`config.mk`:
```
export PLATFORM = sky130hd
export DESIGN_NAME = permutation_order_crossover_unit
export DESIGN_NICKNAME = d
export VERILOG_FILES = /design/src/rtl/core/pocx_pkg.sv /design/src/rtl/core/pocx_front.sv /design/src/rtl/core/pocx_queue.sv /design/src/rtl/core/pocx_back.sv /design/src/rtl/core/permutation_order_crossover_unit.sv
export VERILOG_INCLUDE_DIRS = /design/src /design/src/rtl/core
export SDC_FILE = /design/constraint.sdc
export NUM_CORES = 1
export LEC_CHECK = 0
export CORE_ASPECT_RATIO = 0.6
export CORE_MARGIN = 2
export CORE_UTILIZATION = 57
export DETAILED_ROUTE_END_ITERATION = 8
export DONT_BUFFER_PORTS = 1
export GPL_TIMING_DRIVEN = 0
export HOLD_SLACK_MARGIN = 0.08
export PLACE_DENSITY = 0.83
export SLEW_MARGIN = 20
export SYNTH_ARGS = -nofsm -noshare
export SYNTH_HDL_FRONTEND = slang
export SYNTH_HIERARCHICAL = 1
export SYNTH_SLANG_ARGS = --single-unit
```
`constraint.sdc`:
```
create_clock -name clk -period 3.1 [get_ports clk]
set_clock_uncertainty 0.1 [all_clocks]
set_input_delay 0.31 -clock clk [delete_from_list [all_inputs] [get_ports clk]]
set_output_delay 0.31 -clock clk [all_outputs]
set_load 0.01 [all_outputs]
```
`src/rtl/core/permutation_order_crossover_unit_defines.svh`:
```
// Assertion macros for the permutation order crossover unit.
`ifndef PERMUTATION_ORDER_CROSSOVER_UNIT_DEFINES_SVH
`define PERMUTATION_ORDER_CROSSOVER_UNIT_DEFINES_SVH

// Condition must never hold.
`define POCX_ASSERT_NEVER(label, cond, msg) \
    label: assert property (@(posedge clk) disable iff (!rst_n) !(cond)) \
        else $error(msg);

// Antecedent implies consequent on the next clock.
`define POCX_ASSERT_NEXT(label, ante, cons, msg) \
    label: assert property (@(posedge clk) disable iff (!rst_n) (ante) |=> (cons)) \
        else $error(msg);

`endif

```
`src/rtl/core/pocx_pkg.sv`:
```
// Shared types and constants for the permutation order crossover unit.
package pocx_pkg;

    localparam int MAX_CITIES = 32;
    localparam int CITY_W     = 5;
    localparam int POS_W      = $clog2(MAX_CITIES);
    localparam int CNT_W      = $clog2(MAX_CITIES + 1);
    localparam int TAKEN_W    = 1 << CITY_W;
    localparam int CMP_W      = (CNT_W > CITY_W) ? CNT_W : CITY_W;
    localparam int QUEUE_DEPTH = 2;

    typedef struct packed {
        logic [4:0] gene_first;
        logic [4:0] gene_second;
        logic [4:0] cut_a;
        logic [4:0] cut_b;
        logic       last_gene;
    } request_t;

    typedef struct packed {
        logic [4:0] child_gene;
        logic       child_last;
        logic       bad_parents;
    } result_t;

    typedef struct packed {
        logic [CITY_W-1:0] gene_first;
        logic [CITY_W-1:0] gene_second;
        logic [CITY_W-1:0] cut_lo;
        logic [CITY_W-1:0] cut_hi;
        logic              last_gene;
    } cmd_t;

endpackage

```
`src/rtl/core/pocx_front.sv`:
```
// Front end: accept requests, order the cuts and queue commands.
module pocx_front (
    input  logic              clk,
    input  logic              rst_n,
    input  logic              start,
    input  pocx_pkg::request_t request,
    input  logic              q_full,
    input  logic              back_done,
    output logic              busy,
    output logic              push,
    output pocx_pkg::cmd_t    cmd
);
    import pocx_pkg::*;

    logic pending_reg;
    logic pending_next;
    logic swap;

    assign busy = q_full || pending_reg;
    assign push = start && !busy;
    assign swap = request.cut_a > request.cut_b;

    always_comb
    begin
        cmd.gene_first  = request.gene_first;
        cmd.gene_second = request.gene_second;
        cmd.cut_lo      = swap ? request.cut_b : request.cut_a;
        cmd.cut_hi      = swap ? request.cut_a : request.cut_b;
        cmd.last_gene   = request.last_gene;
    end

    // Hold off new requests from the last pair until the child is out.
    always_comb
    begin
        pending_next = pending_reg;
        if (back_done)
        begin
            pending_next = 1'b0;
        end
        if (push && request.last_gene)
        begin
            pending_next = 1'b1;
        end
    end

    always_ff @(posedge clk or negedge rst_n)
    begin
        if (!rst_n)
        begin
            pending_reg <= 1'b0;
        end
        else
        begin
            pending_reg <= pending_next;
        end
    end

endmodule

```
`src/rtl/core/pocx_queue.sv`:
```
// Two-entry command queue between front and back end.
module pocx_queue (
    input  logic           clk,
    input  logic           rst_n,
    input  logic           push,
    input  pocx_pkg::cmd_t push_cmd,
    input  logic           pop,
    output pocx_pkg::cmd_t head_cmd,
    output logic           empty,
    output logic           full
);
    import pocx_pkg::*;

    localparam int PTR_W = $clog2(QUEUE_DEPTH);

    cmd_t                        entry_reg [QUEUE_DEPTH];
    logic [PTR_W-1:0]            wr_ptr_reg;
    logic [PTR_W-1:0]            rd_ptr_reg;
    logic [$clog2(QUEUE_DEPTH+1)-1:0] fill_reg;
    logic                        do_push;
    logic                        do_pop;

    assign empty    = (fill_reg == '0);
    assign full     = (fill_reg == ($clog2(QUEUE_DEPTH+1))'(QUEUE_DEPTH));
    assign do_push  = push && !full;
    assign do_pop   = pop && !empty;
    assign head_cmd = entry_reg[rd_ptr_reg];

    always_ff @(posedge clk)
    begin
        if (do_push)
        begin
            entry_reg[wr_ptr_reg] <= push_cmd;
        end
    end

    always_ff @(posedge clk or negedge rst_n)
    begin
        if (!rst_n)
        begin
            wr_ptr_reg <= '0;
            rd_ptr_reg <= '0;
            fill_reg   <= '0;
        end
        else
        begin
            if (do_push)
            begin
                wr_ptr_reg <= (wr_ptr_reg == PTR_W'(QUEUE_DEPTH - 1)) ? '0 : wr_ptr_reg + 1'b1;
            end
            if (do_pop)
            begin
                rd_ptr_reg <= (rd_ptr_reg == PTR_W'(QUEUE_DEPTH - 1)) ? '0 : rd_ptr_reg + 1'b1;
            end
            if (do_push && !do_pop)
            begin
                fill_reg <= fill_reg + 1'b1;
            end
            else if (do_pop && !do_push)
            begin
                fill_reg <= fill_reg - 1'b1;
            end
        end
    end

endmodule

```
`src/rtl/core/pocx_back.sv`:
```
// Back end: parent stores, segment marking and child generation.
module pocx_back (
    input  logic              clk,
    input  logic              rst_n,
    input  logic              q_empty,
    input  pocx_pkg::cmd_t    head_cmd,
    output logic              pop,
    output logic              back_done,
    output logic              result_valid,
    output pocx_pkg::result_t result
);
    import pocx_pkg::*;

    typedef enum logic [2:0] {
        ST_IDLE,
        ST_MARK_RD,
        ST_MARK_WR,
        ST_EMIT_SEL,
        ST_EMIT_SEG,
        ST_EMIT_SCAN
    } state_t;

    logic [CITY_W-1:0] first_mem  [MAX_CITIES];
    logic [CITY_W-1:0] second_mem [MAX_CITIES];
    logic [CITY_W-1:0] first_q;
    logic [CITY_W-1:0] second_q;
    logic              wr_en;

    state_t             state_reg, state_next;
    logic [CNT_W-1:0]   count_reg, count_next;
    logic [POS_W-1:0]   n_m1_reg, n_m1_next;
    logic [POS_W-1:0]   lo_reg, lo_next;
    logic [POS_W-1:0]   hi_reg, hi_next;
    logic [POS_W-1:0]   pos_reg, pos_next;
    logic [CNT_W-1:0]   scan_reg, scan_next;
    logic [TAKEN_W-1:0] taken_reg, taken_next;
    logic               bad_reg, bad_next;
    logic               valid_reg, valid_next;
    result_t            out_reg, out_next;

    logic               room;
    logic [CNT_W-1:0]   cnt_after;
    logic [POS_W-1:0]   last_pos;
    logic               in_seg;
    logic               advance;
    logic               pos_end;

    function automatic logic [POS_W-1:0] clamp_cut(
        input logic [CITY_W-1:0] cut,
        input logic [POS_W-1:0]  lim
    );
        logic [POS_W-1:0] res;
        if (CMP_W'(cut) > CMP_W'(lim))
        begin
            res = lim;
        end
        else
        begin
            res = POS_W'(cut);
        end
        return res;
    endfunction

    assign pop       = (state_reg == ST_IDLE) && !q_empty;
    assign room      = count_reg < CNT_W'(MAX_CITIES);
    assign wr_en     = pop && room;
    assign cnt_after = room ? count_reg + 1'b1 : count_reg;
    assign last_pos  = POS_W'(cnt_after - 1'b1);
    assign in_seg    = (pos_reg >= lo_reg) && (pos_reg <= hi_reg);
    assign pos_end   = (pos_reg == n_m1_reg);
    assign back_done = advance && pos_end;

    assign result_valid = valid_reg;
    assign result       = out_reg;

    always_ff @(posedge clk)
    begin
        if (wr_en)
        begin
            first_mem[count_reg[POS_W-1:0]]  <= head_cmd.gene_first;
            second_mem[count_reg[POS_W-1:0]] <= head_cmd.gene_second;
        end
        first_q  <= first_mem[pos_reg];
        second_q <= second_mem[scan_reg[POS_W-1:0]];
    end

    always_comb
    begin
        state_next = state_reg;
        count_next = count_reg;
        n_m1_next  = n_m1_reg;
        lo_next    = lo_reg;
        hi_next    = hi_reg;
        pos_next   = pos_reg;
        scan_next  = scan_reg;
        taken_next = taken_reg;
        bad_next   = bad_reg;
        valid_next = 1'b0;
        out_next   = out_reg;
        advance    = 1'b0;

        case (state_reg)
            ST_IDLE:
            begin
                if (pop)
                begin
                    count_next = cnt_after;
                    if (head_cmd.last_gene)
                    begin
                        n_m1_next  = last_pos;
                        lo_next    = clamp_cut(head_cmd.cut_lo, last_pos);
                        hi_next    = clamp_cut(head_cmd.cut_hi, last_pos);
                        pos_next   = clamp_cut(head_cmd.cut_lo, last_pos);
                        taken_next = '0;
                        scan_next  = '0;
                        bad_next   = 1'b0;
                        state_next = ST_MARK_RD;
                    end
                end
            end
            ST_MARK_RD:
            begin
                state_next = ST_MARK_WR;
            end
            ST_MARK_WR:
            begin
                taken_next = taken_reg | (TAKEN_W'(1) << first_q);
                if (pos_reg == hi_reg)
                begin
                    pos_next   = '0;
                    state_next = ST_EMIT_SEL;
                end
                else
                begin
                    pos_next   = pos_reg + 1'b1;
                    state_next = ST_MARK_RD;
                end
            end
            ST_EMIT_SEL:
            begin
                if (in_seg)
                begin
                    state_next = ST_EMIT_SEG;
                end
                else if (scan_reg == CNT_W'(n_m1_reg) + 1'b1)
                begin
                    // Second parent exhausted: emit a blank gene and flag it.
                    bad_next             = 1'b1;
                    valid_next           = 1'b1;
                    out_next.child_gene  = '0;
                    out_next.child_last  = pos_end;
                    out_next.bad_parents = 1'b1;
                    advance              = 1'b1;
                end
                else
                begin
                    state_next = ST_EMIT_SCAN;
                end
            end
            ST_EMIT_SEG:
            begin
                valid_next           = 1'b1;
                out_next.child_gene  = first_q;
                out_next.child_last  = pos_end;
                out_next.bad_parents = bad_reg;
                advance              = 1'b1;
            end
            ST_EMIT_SCAN:
            begin
                scan_next = scan_reg + 1'b1;
                if (taken_reg[second_q])
                begin
                    state_next = ST_EMIT_SEL;
                end
                else
                begin
                    taken_next           = taken_reg | (TAKEN_W'(1) << second_q);
                    valid_next           = 1'b1;
                    out_next.child_gene  = second_q;
                    out_next.child_last  = pos_end;
                    out_next.bad_parents = bad_reg;
                    advance              = 1'b1;
                end
            end
            default:
            begin
                state_next = ST_IDLE;
            end
        endcase

        if (advance)
        begin
            if (pos_end)
            begin
                count_next = '0;
                taken_next = '0;
                scan_next  = '0;
                state_next = ST_IDLE;
            end
            else
            begin
                pos_next   = pos_reg + 1'b1;
                state_next = ST_EMIT_SEL;
            end
        end
    end

    always_ff @(posedge clk or negedge rst_n)
    begin
        if (!rst_n)
        begin
            state_reg <= ST_IDLE;
            count_reg <= '0;
            n_m1_reg  <= '0;
            lo_reg    <= '0;
            hi_reg    <= '0;
            pos_reg   <= '0;
            scan_reg  <= '0;
            taken_reg <= '0;
            bad_reg   <= 1'b0;
            valid_reg <= 1'b0;
            out_reg   <= '0;
        end
        else
        begin
            state_reg <= state_next;
            count_reg <= count_next;
            n_m1_reg  <= n_m1_next;
            lo_reg    <= lo_next;
            hi_reg    <= hi_next;
            pos_reg   <= pos_next;
            scan_reg  <= scan_next;
            taken_reg <= taken_next;
            bad_reg   <= bad_next;
            valid_reg <= valid_next;
            out_reg   <= out_next;
        end
    end

endmodule

```
`src/rtl/core/permutation_order_crossover_unit.sv`:
```
// Top level of the permutation order crossover unit.
// Each request loads one gene pair of the two parent tours; a two-entry queue
// lets the parent stores absorb pairs one per cycle. The request marked
// last_gene starts the crossover and busy stays high until the final child
// gene is on result: each gene between the cuts is read in ST_MARK_RD and
// marked in ST_MARK_WR; each child position takes ST_EMIT_SEL then ST_EMIT_SEG
// or ST_EMIT_SCAN, and each already-taken second-parent gene skipped adds
// ST_EMIT_SCAN and ST_EMIT_SEL, all set by the single read port of each parent
// store; a position left blank once the second parent has run out is emitted
// from ST_EMIT_SEL. Results appear on result with result_valid high for exactly
// one cycle each and must be captured then; the receiver cannot stall the unit.
module permutation_order_crossover_unit (
    input  logic              clk,
    input  logic              rst_n,
    input  logic              start,
    output logic              busy,
    input  pocx_pkg::request_t request,
    output logic              result_valid,
    output pocx_pkg::result_t result
);
    import pocx_pkg::*;

    `include "permutation_order_crossover_unit_defines.svh"

    cmd_t push_cmd;
    cmd_t head_cmd;
    logic push;
    logic pop;
    logic q_empty;
    logic q_full;
    logic back_done;

    pocx_front u_front (
        .clk       (clk),
        .rst_n     (rst_n),
        .start     (start),
        .request   (request),
        .q_full    (q_full),
        .back_done (back_done),
        .busy      (busy),
        .push      (push),
        .cmd       (push_cmd)
    );

    pocx_queue u_queue (
        .clk      (clk),
        .rst_n    (rst_n),
        .push     (push),
        .push_cmd (push_cmd),
        .pop      (pop),
        .head_cmd (head_cmd),
        .empty    (q_empty),
        .full     (q_full)
    );

    pocx_back u_back (
        .clk          (clk),
        .rst_n        (rst_n),
        .q_empty      (q_empty),
        .head_cmd     (head_cmd),
        .pop          (pop),
        .back_done    (back_done),
        .result_valid (result_valid),
        .result       (result)
    );

    `POCX_ASSERT_NEVER(a_result_while_open, result_valid && !busy && !result.child_last, "result while requests open")
    `POCX_ASSERT_NEVER(a_push_when_full, push && q_full, "command pushed into full queue")
    `POCX_ASSERT_NEXT(a_gap_after_last, result_valid && result.child_last, !result_valid, "result after final child gene")

endmodule
```
# --- After elaboration in Yosys (flattened, before gate mapping) ---
# Memory sizes are Yosys's and may differ from the RTL's. A register that Yosys moved wholly into a read port is not among the register bits.
# Cells that the tools add are included.
op_classes:
  n_shift: 2
  n_eq_ne: 19
  n_mux: 60
  n_addsub: 9
  n_lt_le_gt_ge: 7
  bitwise: 2
  reduce_logical: 26
ops:
  columns: ["operator", "count"]
  rows:
  - ["32-bit 2-to-1 mux", 5]
  - ["32-bit case mux with 3 select lines", 1]
  - ["32-bit bitwise OR", 2]
  - ["1-bit by 5-bit << shifter with 32-bit output, first input constant", 2]
  - ["6-bit 2-to-1 mux", 9]
  - ["5-bit 2-to-1 mux", 9]
  - ["7-bit 2-to-1 mux", 3]
  - ["7-bit case mux with 3 select lines", 1]
  - ["3-bit 2-to-1 mux", 6]
  - ["3-bit case mux with 6 select lines", 1]
  - ["1-bit 2-to-1 mux", 16]
  - ["5-bit greater-than comparator", 3]
  - ["6-bit by 1-bit adder with 6-bit output, second input constant", 2]
  - ["6-bit case mux with 2 select lines", 1]
  - ["5-bit equality test", 2]
  - ["1-bit logical AND", 10]
  - ["5-bit case mux with 2 select lines", 1]
  - ["5-bit AND reduction", 2]
  - ["2-bit 2-to-1 mux", 4]
  - ["5-bit by 1-bit adder with 6-bit output, second input constant", 1]
  - ["3-bit by 2-bit equality test with 1-bit output, second input constant", 2]
  - ["3-bit equality test, second input constant", 2]
  - ["6-bit equality test", 1]
  - ["5-bit by 6-bit < comparator with 1-bit output, second input constant", 1]
  - ["26 further kinds", 38]
word_totals:
  in_bits: 24
  ram_bits: 362
  memories: 3
  reg_bits: 81
  output_inout_bits: 9
  elab_cells: 145
mem_list:
  columns: ["memory", "words", "word_bits", "read_ports", "rd_ports_with_merged_regs", "wr", "line", "text"]
  rows:
  - ["u_back.first_mem", 32, 5, 1, 1, 1, "pocx_back.sv:23", "logic [CITY_W-1:0] first_mem [MAX_CITIES];"]
  - ["u_back.second_mem", 32, 5, 1, 1, 1, "pocx_back.sv:24", "logic [CITY_W-1:0] second_mem [MAX_CITIES];"]
  - ["u_queue.entry_reg", 2, 21, 1, 0, 1, "pocx_queue.sv:16", "cmd_t entry_reg [QUEUE_DEPTH];"]

# --- Depth between registers and ports, before layout ---
depth:
  depth_word: 10
  ltp_mapped: 15

# --- Hierarchy ---
# Netlist, hierarchy kept.
by_module_without_submodules:
  columns: ["mod", "n_inst", "area_each_um2", "cells_per_inst", "seq_area_each_um2"]
  rows:
  - ["pocx_back", 1, 17655.7, 1088, 11711.2]
  - ["pocx_queue", 1, 1790.5, 84, 1361.3]
  - ["pocx_front", 1, 394.1, 46, 25.0]

# --- Worst setup path before layout ---
# Ideal clock, no wire load.
synth_path:
  path_type: "register -> register"
  start: "register u_back.count_reg[0]"
  end: "register u_back.hi_reg[4]"
  path_slack_ns: -0.309
  setup_time_ns: 0.132
  path_stages_with_launch: 16
  required_time_ns: 2.868
  t_arrival_ns: 3.177
  cell_sequence: "dfrtp_1 -> buf_4 -> inv_1 -> ha_1 -> mux2i_1 -> ha_1 -> nand2_1 -> mux2i_1 -> nand2_1 -> xnor2_1 -> inv_1 -> ha_1 -> and3_1 -> a32oi_4 -> mux2i_1 -> o21ai_1"
synth_between:
  elab_chain_cells: 5
synth_rtl:
  columns: ["element", "line", "text"]
  rows:
  - ["start, declared", "pocx_back.sv:30", "logic [CNT_W-1:0] count_reg, count_next;"]
  - ["start signal, assigned", "pocx_back.sv:227", "count_reg <= count_next;"]
  - ["6-bit by 1-bit adder with 6-bit output / 6-bit < comparator (equally long branches)", "pocx_back.sv:67, pocx_back.sv:65", null]
  - ["6-bit 2-to-1 mux *", "pocx_back.sv:67", "assign cnt_after = room ? count_reg + 1'b1 : count_reg;"]
  - ["5-bit by 1-bit subtractor with 5-bit output *", "pocx_back.sv:68", "assign last_pos = POS_W'(cnt_after - 1'b1);"]
  - ["5-bit greater-than comparator", "pocx_back.sv:53", "if (CMP_W'(cut) > CMP_W'(lim))"]
  - ["5-bit 2-to-1 mux *", "pocx_back.sv:53", null]
  - ["end signal, assigned", "pocx_back.sv:230", "hi_reg <= hi_next;"]
  - ["end, declared", "pocx_back.sv:33", "logic [POS_W-1:0] hi_reg, hi_next;"]
# Mark *: on every way between the ends. The rest lies on a longest branch, timed or not.
# A chain may end at the register's enable or synchronous reset.

# --- Final worst setup path ---
# Ends and elaborated chain as after synthesis.

==> results.sh <==
export IMPL_status="finished, violations left"
export IMPL_violations="negative setup slack"
export IMPL_antenna_found_initial=1
export IMPL_die_h_um=149
export IMPL_cts_root_buf="clkbuf_16"
export IMPL_num_io_pins=33
export IMPL_ys_types=79
export IMPL_drc=0
export IMPL_syn_avg_cell_area_um2=16.3
export IMPL_start_util=0.584
export IMPL_cpPeakStageDelay_ps=410
export IMPL_synth_seq_cells=453
export IMPL_cts_tree="built"
export IMPL_grt_overflow=0
export IMPL_layout_common_cells="edfxtp_1 (362), mux4_2 (99), dfrtp_1 (78), nor2_1 (67), nand2_1 (64)"
export IMPL_p_clk_frac=0.216
export IMPL_synth_ff_type="edfxtp_1"
export IMPL_comb_power_share=0.427
export IMPL_synthArstFlopShare=0.179
export IMPL_seq_area_frac_synth=0.660
export IMPL_ys_warn_count=6
export IMPL_gp_congestion=0.907
export IMPL_synth_edf_count=362
export IMPL_cts_max_path_buffers=3
export IMPL_std_cell_rows=52
export IMPL_coreArea_um2=34000
export IMPL_rsz0062_at_grt="yes"
export IMPL_finalCriticalPeriod_ps=3420
export IMPL_num_vias=12175
export IMPL_cts_sinks=453
export IMPL_die_area_um2=36400
export IMPL_avgRoutedWirePerCell_um=28.1
export IMPL_drt_iter0_drc=1912
export IMPL_crit_slowest_cell="dfrtp_1"
export IMPL_slew_viol_final=0
export IMPL_cap_violations=0
export IMPL_syn2layout_area_growth_pct=14.8
export IMPL_firstDrtPassIters=7
export IMPL_nFillCells=2141
export IMPL_fmax_mhz=293
export IMPL_r2r_slack_ps=-320
export IMPL_finalSetupViolations=14
export IMPL_path_cells="buf_6 > inv_4 > ha_4 > mux2i_4 > ha_4 > nand2_4 > mux2i_4 > nand2_2 > xnor2_2 > inv_2 > ha_4 > o2111ai_4 > a32oi_4 > mux2i_2 > o21ai_1"
export IMPL_finalHoldViolCount=0
export IMPL_synthCells=1218
export IMPL_p_int_mw=14.7
export IMPL_cp_common_cell="ha_4"
export IMPL_clk_pin_slew_worst_paths_ps=70
export IMPL_numCtsBuffers=39
export IMPL_seqPwrFrac=0.358
export IMPL_final_cells=1801
export IMPL_fin_ws_ps=-317
export IMPL_p_switching_mw=8.46
export IMPL_cp_required_ps=3400
export IMPL_timing_critical_path_buf_inv=3
export IMPL_crit_arrival_ps=3720
export IMPL_ctsHtreeMaxLevel=2
export IMPL_drive_above_1_share=0.265
export IMPL_reg2regPathDepth=15
export IMPL_clock_latency_ps=560
export IMPL_via_per_inst=6.76
export IMPL_final_common_cell="edfxtp_1"
export IMPL_worstHoldPathType="in -> async"
export IMPL_pre_cts_ws_ps=-608
export IMPL_num_nets_final=1368
export IMPL_leakagePower_nw=7.91
export IMPL_ir_drop_v=0.000700
export IMPL_tightest_slew_ps=1030
export IMPL_grt_start_max_net_pins=82
export IMPL_reg2reg_to="u_back/hi_reg[4]"
export IMPL_crit_fanout=4
export IMPL_crit_path_end_kind="flop"
export IMPL_seq_area_um2=13100
export IMPL_ant_nets=0
export IMPL_slew_headroom=0.312
export IMPL_finalCritPeriodShare=1.10
export IMPL_io_buffers=0
export IMPL_synth_area_um2=19800
export IMPL_drt_wl_total_mm=50.5
export IMPL_multi_input_comb_area_um2=6730
export IMPL_tns_ps=-2730
export IMPL_p_per_area_nw_per_um2=1010
export IMPL_dieWidth_um=245
export IMPL_critPathKind="reg -> reg"
export IMPL_grt_pass1_wl_mm=73.7
export IMPL_grt_usage=0.275
export IMPL_placed_cells=1678
export IMPL_cp_start_kind="flop"
export IMPL_synth_nets=1273
export IMPL_antenna_cells=0
export IMPL_rr_startpoint="u_back/count_reg[0]"
export IMPL_grt_pass1_vias=11982
export IMPL_place_hpwl_mm=31.4
export IMPL_crit_family="adder cells"
export IMPL_swShare=0.366
-- worst max path at each step --
stage / from / end / slack [ps] / cells after the start
floorplan: u_back/count_reg[0] / u_back/hi_reg[4] / 3 / 15
global placement: u_back/pos_reg[0] / u_front/pending_reg / -610 / 13
detailed placement: u_back/pos_reg[0] / u_front/pending_reg / -610 / 13
CTS: u_back/state_reg[0] / u_back/second_mem[18][2] / -110 / 5
global route: u_back/count_reg[0] / u_back/hi_reg[4] / -340 / 15
finish: u_back/count_reg[0] / u_back/hi_reg[4] / -320 / 15
-- repair_timing --
item                       in CTS  in global routing
pin swaps                       7                 18
resized for setup              58                 42
hold endpoints to repair      125                  0
buffers inserted               16                  9
setup endpoints to repair     380                276
hold buffers                   29                  0
-- through the flow --
step / util / power (mW) / area [um^2] / hold WS, ps
2_1_floorplan: - / 14.0 / 19900 / -85.6
3_3_place_gp: 0.603 / 15.8 / 20500 / -82.8
3_5_place_dp: 0.604 / 16.1 / 20500 / -82.7
4_1_cts: 0.662 / 22.0 / 22500 / 219
5_1_grt: 0.671 / 23.9 / 22800 / 258
6_report: 0.671 / 23.1 / 22800 / 209
-- Yosys cell counts, drive strengths merged (5+ instances only) --
cell type	count	area (um^2)
and3	7	45.1
nor4	6	50.0
a22oi	6	45.0
buf	41	257
nand2	70	265
ha	31	388
a21o	9	67.6
mux2	41	533
nand3b	7	52.6
nand2b	11	68.8
a31oi	5	31.3
o21ai	26	141
nor3	9	45.0
mux4	99	2230
a211oi	8	65.1
o221ai	6	52.6
nand3	16	80.1
o22ai	6	37.5
a222oi	27	270
a21oi	24	131
inv	36	135
nor2	101	379
edfxtp	362	10900
and2	5	31.3
nor2b	20	128
clkbuf	36	135
xnor2	19	174
xor2	12	124
mux2i	30	300
dfxtp	10	200
dfrtp	81	2030
-- worst register-to-register path: cells and delay by family (launching register included) --
kind | cells | cell delay (ps)
AND/OR/NAND/NOR | 2 | 190
XOR/XNOR | 1 | 240
adder cells (fa/ha/maj) | 3 | 750
flip-flops | 1 | 410
buffers and inverters | 3 | 290
AO/OA/AOI/OAI | 3 | 580
multiplexers | 3 | 710
-- final cells by class --
class / count / share of cell area
tap: 459 / 0.0252
buffer: 76 / 0.0181
clock buffer: 51 / 0.0471
timing repair buffer: 55 / 0.0237
sequential: 453 / 0.575
multi-input combinational: 652 / 0.295
clock inverter: 19 / 0.00928
inverter: 36 / 0.00604
-- metal layers --
metal  wire length, um  global-route usage  vias to the layer above
li1                  -                   -                     4943
met4              1010              0.0555                        2
met1             19700               0.408                     6179
met3              6900              0.0778                      113
met5                13                   0                        -
met2             22900               0.415                      938
-- logic make-up after synthesis --
logic type / count (synthesis) / synth area share
AOI/OAI and AO/OA: 146 / 0.0563
xor gates and xnor gates: 32 / 0.0161
adders and majority gates: 32 / 0.0201
buffers and inverters: 113 / 0.0266
DFF: 453 / 0.660
muxes: 170 / 0.154
and+or+nand+nor: 272 / 0.0664
-- power groups by stage --
stage               logic [mW]  clock network [mW]  registers (mW)
floorplan                 5.81                   0            8.15
global placement          7.44                   0            8.31
detailed placement        7.79                   0            8.36
CTS                       8.76                5.02            8.23
global route              10.3                5.28            8.32
finish                    9.86                4.99            8.26
No activity file was read; power rests on OpenSTA's default activity.
